[config.mk]
export PLATFORM = sky130hd
export DESIGN_NAME = gmrm_ram
export DESIGN_NICKNAME = d
export VERILOG_FILES = /design/src/gmrm_ram.sv
export SDC_FILE = /design/constraint.sdc
export NUM_CORES = 1
export LEC_CHECK = 0
export CORE_MARGIN = 4
export CORE_UTILIZATION = 56
export CTS_CLUSTER_SIZE = 24
export DETAILED_ROUTE_END_ITERATION = 16
export DONT_BUFFER_PORTS = 1
export GPL_ROUTABILITY_DRIVEN = 0
export PLACE_DENSITY_LB_ADDON = 0.15
export SYNTH_ARGS = -nofsm -noshare
export SYNTH_HDL_FRONTEND = slang
export SYNTH_SLANG_ARGS = --single-unit
[constraint.sdc]
create_clock -name i_clk -period 1.8 [get_ports i_clk]
set_input_delay 0.36 -clock i_clk [delete_from_list [all_inputs] [get_ports i_clk]]
set_output_delay 0.36 -clock i_clk [all_outputs]
set_load 0.01 [all_outputs]
[src/gmrm_ram.sv]
module gmrm_ram #(
    parameter int WIDTH = 8,
    parameter int DEPTH = 16
) (
    input  logic                     i_clk,
    input  logic                     i_we,
    input  logic [$clog2(DEPTH)-1:0] i_waddr,
    input  logic [WIDTH-1:0]         i_wdata,
    input  logic [$clog2(DEPTH)-1:0] i_raddr,
    output logic [WIDTH-1:0]         o_rdata
);

    logic [WIDTH-1:0] mem [DEPTH];

    always_ff @(posedge i_clk) begin
        if (i_we) begin
            mem[i_waddr] <= i_wdata;
        end
        o_rdata <= mem[i_raddr];
    end

endmodule

==> run_results.csv, run 1 <==
group,metric,value,unit
run_status,outcome,"finished, final reports clean",
synthesis,synth_edf_count,128,
clock_tree,cts_buffer_depth,2,
timing,worst_pin_slew,643,ps
power_and_ir_drop,power_density,1200,nW/um^2
detailed_routing,first_iter_violations,190,
clock_tree,root_buffer,"clkbuf_8",
timing,rsz0062_at_grt,"false",
power_and_ir_drop,ir_drop,0.769,mV
timing,hold_viol_final,0,
detailed_routing,finalWirelength,10000,um
timing,max_freq,697,MHz
cells_and_area,area_delta_synth_final,16.7,%
synthesis,synth_largest_area_cell,"edfxtp_1",
synthesis,ys_top_cells_by_area,"edfxtp_1 (75%), mux4_2 (7.9%), mux4_1 (7.1%), dfxtp_1 (3.1%), a22oi_1 (2.3%)",
floorplan,die_x,104,um
timing,maxSlewViolCount,0,
grt,grt_usage,20.0,%
detailed_routing,drc,0,
cells_and_area,fin_util,67.9,%
floorplan,die_h,104,um
timing,setup_viol,0,
detailed_routing,routedWlPerCell,26.0,um
synthesis,async_flop_share,0,%
timing,fin_worst_hold_slack,180,ps
critical_path,path_max_fanout,1,
placed_design,io_buffers,0,
grt,grt_antenna_before_repair,0,
synthesis,synth_cells,229,
clock_tree,tritoncts,"yes",
clock_tree,numCtsBuffers,17,
grt,grt_pass1_wl,15400,um
detailed_routing,firstDrtPassIters,5,
synthesis,synth.most_common_cell,"edfxtp_1",
detailed_routing,via_count,2396,
placed_design,dpl.cell_count,345,
detailed_routing,viasPerCell,6.22,
critical_path,regToRegStartpoint,"mem[1][5]",
clock_tree,cts_resized,0,
job,maxCapViolations,0,
cells_and_area,final_nets,282,
synthesis,synth_common_cells,"edfxtp_1 (128), mux4_2 (18), a22oi_1 (16), mux4_1 (14), nor2_1 (13)",
synthesis,syn_avg_cell_area,22.5,sq um
synthesis,ys.flop_type,"edfxtp_1",
cells_and_area,antenna_cells,0,
critical_path,cp-end-kind,"flip-flop",
critical_path,critPathKind,"flip-flop to flip-flop",
timing,period_needed,1440,ps
floorplan,ios,26,
clock_tree,cts.clk_slew.worst_paths,60,ps
placed_design,dp_slack,293,ps
critical_path,critical_path_arrival,1830,ps
critical_path,worstPathRequired,2190,ps
grt,grt_max_degree,33,
synthesis,ys_seq_elements,136,
synthesis,ys_warn_count,0,
power_and_ir_drop,p_leak,2.00,nW
min_path,hp-class,"input pin to flip-flop",
clock_tree,h-tree-depth,4,
critical_path,cp-startpoint,"mem[1][5]",
detailed_routing,ant_nets,0,
timing,fin_setup_tns,0,ps
clock_tree,clkLatencyLatePin,510,ps
floorplan,dieArea,10800,sq um
synthesis,synth_nets,247,
synthesis,synth.top_cell.area_share,74.7,%
critical_path,startpoint_type,"flip-flop",
floorplan,core-area,8850,sq um
placed_design,place_hpwl,6360,um
synthesis,synth.cell_area,5150,sq um
floorplan,rows,34,
timing,finClkSkew,6.71,ps
synthesis,yosysSeqAreaShare,77.8,%
timing,fin_crit_sh,79.7,%
grt,grt_pass1_vias,2604,
floorplan,start_util,58.2,%
timing,setup_slack,365,ps
cells_and_area,fill_cells,564,
synthesis,ys_types,19,
cells_and_area,drive_gt1_share,24.9,%
grt,grt_overflow,0,
clock_tree,clock-sinks,136,
timing,max-slew-margin-rel,57.0,%
min_path,min_from,"i_raddr[1]",
cells_and_area,finalNonFillerCells,385,
[logic make-up (layout without fill, tap and decap cells)]
group	Yosys count	after routing	share of synthesized area [%]
AO/OA/AOI/OAI	16	16	2.33
buffers and inverters	10	58	1.68
AND/OR/NAND/NOR	35	35	3.18
flip-flops	136	136	77.8
multiplexers	32	32	15.0
[state kept, by name, summed over array words and instances (netlist names)]
name     flops
mem        128
o_rdata      8
[worst max-delay path: stages, from the launching register on]
cell	delay, ps
edfxtp_1	390
mux4_1	540
a22oi_1	290
nand2_1	100
[metrics by stage]
step	instance area [sq um]	total power, mW
finish	6010	7.20
global route	6010	7.43
CTS	6010	7.26
floorplan	5150	3.81
global placement	5340	3.83
detailed placement	5340	3.84
[cell type report]
type | instances | area (sq um) | share of cell area [%]
flip-flops and latches | 136 | 4000 | 66.6
multi-input cells | 83 | 1060 | 17.7
clock buffers | 18 | 418 | 6.96
repair buffers | 26 | 215 | 3.58
clock inverters | 14 | 174 | 2.89
well taps | 108 | 135 | 2.25
[layer usage]
metal  global-route usage [%]  vias to the layer above  part of all wire (%)
met5                        0                        -                     0
met2                     31.9                      108                    51
met1                     26.7                     1240                    40
li1                         -                     1042                     -
met4                     6.84                        0                  0.58
met3                     5.71                        6                   8.1
[cells in the final DEF (no fill, tap or decap)]
master         count
and2b_1            1
edfxtp_1         128
dfxtp_1            8
mux4_2            18
clkinvlp_4         4
clkinv_2           2
nand2b_1           2
clkinv_4           3
a22oi_1           16
clkbuf_16         16
bufinv_16          3
nor2_1            13
and2_1             1
or3b_2             1
clkbuf_8           1
nor3_1             3
dlygate4sd3_1      8
buf_4             18
nand3b_1           2
inv_6              2
nand2_1            9
nand3_1            1
clkbuf_1           1
mux4_1            14
nor3_2             1
nor2b_1            1
[worst paths after layout]
kind,cells past startpoint,endpoint,slack (ps)
worst min register to register,3,o_rdata[6],670
worst min-delay path,3,o_rdata[0],180
worst max register to register,3,o_rdata[5],360
worst max-delay path,3,o_rdata[5],360
[report_power, final]
part           internal (mW)  leakage, nW  total [mW]  switching, mW
combinational          0.121        0.501       0.250          0.129
clock                   2.12        0.278        3.38           1.26
sequential              3.54         1.22        3.58         0.0352
[repair_timing]
action / 4_1_cts / 5_1_grt
hold buffers: 8 / 0
setup endpoints to repair: 0 / 0
setup buffers: 0 / 0
hold endpoints to repair: 128 / 0
Power figures use the tool's default switching activity.
==> inputs of run 2 (changes only) <==
CORE_UTILIZATION = 61   (was 56)
clock period = 1.35 ns   (was 1.8 ns; I/O delays follow)
==> run 2 against run 1 <==
The flow now finishes with violations (negative setup slack). Utilization increased by 5.8 points. Via count up 0.33%. Cell area is 0.73% higher. Critical path depth unchanged. Largest cell class unchanged.
==> run_results.csv, run 2 (synthesis gave the netlist of run 1 again) <==
group,metric,value,unit
cells_and_area,finalNonFillerCells,387,
critical_path,cp-end-kind,"flip-flop",
clock_tree,clock-sinks,136,
critical_path,path_max_fanout,1,
floorplan,die_h,99.9,um
timing,setup_viol,3,
clock_tree,numCtsBuffers,17,
detailed_routing,routedWlPerCell,25.4,um
timing,period_needed,1390,ps
floorplan,core-area,8220,sq um
power_and_ir_drop,power,9.53,mW
timing,rsz0062_at_grt,"true",
cells_and_area,final_nets,287,
clock_tree,tritoncts,"yes",
cells_and_area,antenna_cells,0,
timing,max-slew-margin-rel,49.4,%
run_status,outcome,"complete, but fails checks",
min_path,hp-class,"input pin to flip-flop",
power_and_ir_drop,ir_drop,1.00,mV
cells_and_area,layout_commonest_cell,"edfxtp_1",
clock_tree,cts.clk_slew.worst_paths,60,ps
placed_design,place_hpwl,6090,um
grt,grt_pass1_vias,2547,
critical_path,critPathMaxStageDelay,500,ps
cells_and_area,final_cell_mix,"edfxtp_1 (128), mux4_2 (24), buf_4 (23), clkbuf_16 (16), a22oi_1 (13)",
timing,finClkSkew,5.62,ps
floorplan,rows,33,
clock_tree,cts_buffer_depth,2,
cells_and_area,regMostFlops,"mem",
grt,grt_overflow,0,
critical_path,regToRegStartpoint,"mem[3][1]",
detailed_routing,ant_nets,0,
floorplan,start_util,62.6,%
timing,fin_setup_tns,-90.1,ps
cells_and_area,area_delta_synth_final,17.6,%
power_and_ir_drop,p_leak,2.01,nW
critical_path,cp.depth,3,
detailed_routing,drc,0,
detailed_routing,viasPerCell,6.21,
run_status,violations,"negative setup slack",
timing,fin_worst_hold_slack,73.1,ps
clock_tree,h-tree-depth,4,
critical_path,r2r_cells,3,
clock_tree,clkLatencyLatePin,510,ps
critical_path,startpoint_type,"flip-flop",
critical_path,path_cells,"mux4_2, a22oi_2, nand2_1",
job,maxCapViolations,0,
power_and_ir_drop,power_density,1580,nW/um^2
detailed_routing,finalWirelength,9820,um
cells_and_area,largest_reg_flops,128,
grt,grt_max_degree,33,
cells_and_area,fin_util,73.7,%
critical_path,critical_path_arrival,1770,ps
grt,grt_antenna_before_repair,0,
grt,grt_pass1_wl,15100,um
critical_path,cp_top_family,"multiplexers",
critical_path,slowest_stage,"mux4_2",
detailed_routing,first_iter_violations,205,
timing,worst_pin_slew,756,ps
grt,grt_usage,21.7,%
clock_tree,root_buffer,"clkbuf_8",
detailed_routing,firstDrtPassIters,5,
critical_path,worstPathRequired,1730,ps
placed_design,dpl.cell_count,347,
critical_path,critPathKind,"flip-flop to flip-flop",
timing,max_freq,719,MHz
min_path,min_from,"i_raddr[1]",
placed_design,io_buffers,0,
cells_and_area,fill_cells,472,
floorplan,ios,26,
cells_and_area,drive_gt1_share,30.5,%
timing,setup_slack,-41.5,ps
timing,fin_crit_sh,103,%
timing,hold_viol_final,0,
timing,maxSlewViolCount,0,
floorplan,dieArea,9970,sq um
critical_path,crit_buf_inv,0,
critical_path,cp-startpoint,"mem[3][1]",
cells_and_area,largestRegisters,"mem: 128 flops, o_rdata: 8 flops",
min_path,whs_path_depth,3,
floorplan,die_x,99.9,um
detailed_routing,via_count,2404,
-- run 2: cell types whose count changed in the layout (fill, tap and decap cells not counted), sizes merged --
cell and delta:
buf +5, clkbuf +2, clkinv +1, clkinvlp -1, inv -2
-- run 2: worst paths after layout --
path / to / slack, ps
hold / removal: o_rdata[2] / 70
hold reg to reg: o_rdata[2] / 670
setup reg to reg: o_rdata[1] / -40
setup / recovery: o_rdata[1] / -40
-- run 2: where the power goes --
part	leakage, nW	total, mW	switching (mW)	internal (mW)
clock	0.272	4.42	1.61	2.80
combinational	0.512	0.348	0.179	0.169
sequential	1.22	4.77	0.0454	4.72
-- run 2: worst reg2reg max path: stages, from the launching register on --
cell and delay [ps]:
edfxtp_1 370, mux4_2 500, a22oi_2 270, nand2_1 130
-- run 2: area by class of cell --
class                           count  area [sq um]  area share (%)
Tap cell                          105           131            2.17
Clock buffer                       20           425            7.03
Sequential cell                   136          4000            66.2
Timing Repair Buffer               31           253            4.18
Multi-Input combinational cell     83          1090            17.9
Clock inverter                     12           153            2.52
-- run 2: through the flow --
stage	area, sq um	setup WS, ps
after detailed placement	5390	-111
after CTS	6050	-32.7
after global placement	5390	-70.8
final	6050	-41.5
after floorplan	5190	-56.3
after global routing	6050	-81.7
-- run 2: repair_timing --
item                                   in CTS  in global routing
endpoints found under the hold margin     128                  0
resized for setup                           2                  3
setup buffers                               0                  0
pin swaps                                   1                  1
setup endpoints to repair                   5                  7
hold buffers                                8                  0
-- run 2: routing by layer --
metal / vias up / share of wire, % / wire length, um / GRT usage, %
met3: 8 / 6.8 / 670 / 5.91
li1: 1048 / - / - / -
met1: 1255 / 40 / 3920 / 29.7
met4: 0 / 1.0 / 98 / 8.19
met5: - / 0 / 0 / 0
met2: 93 / 52 / 5130 / 34.0
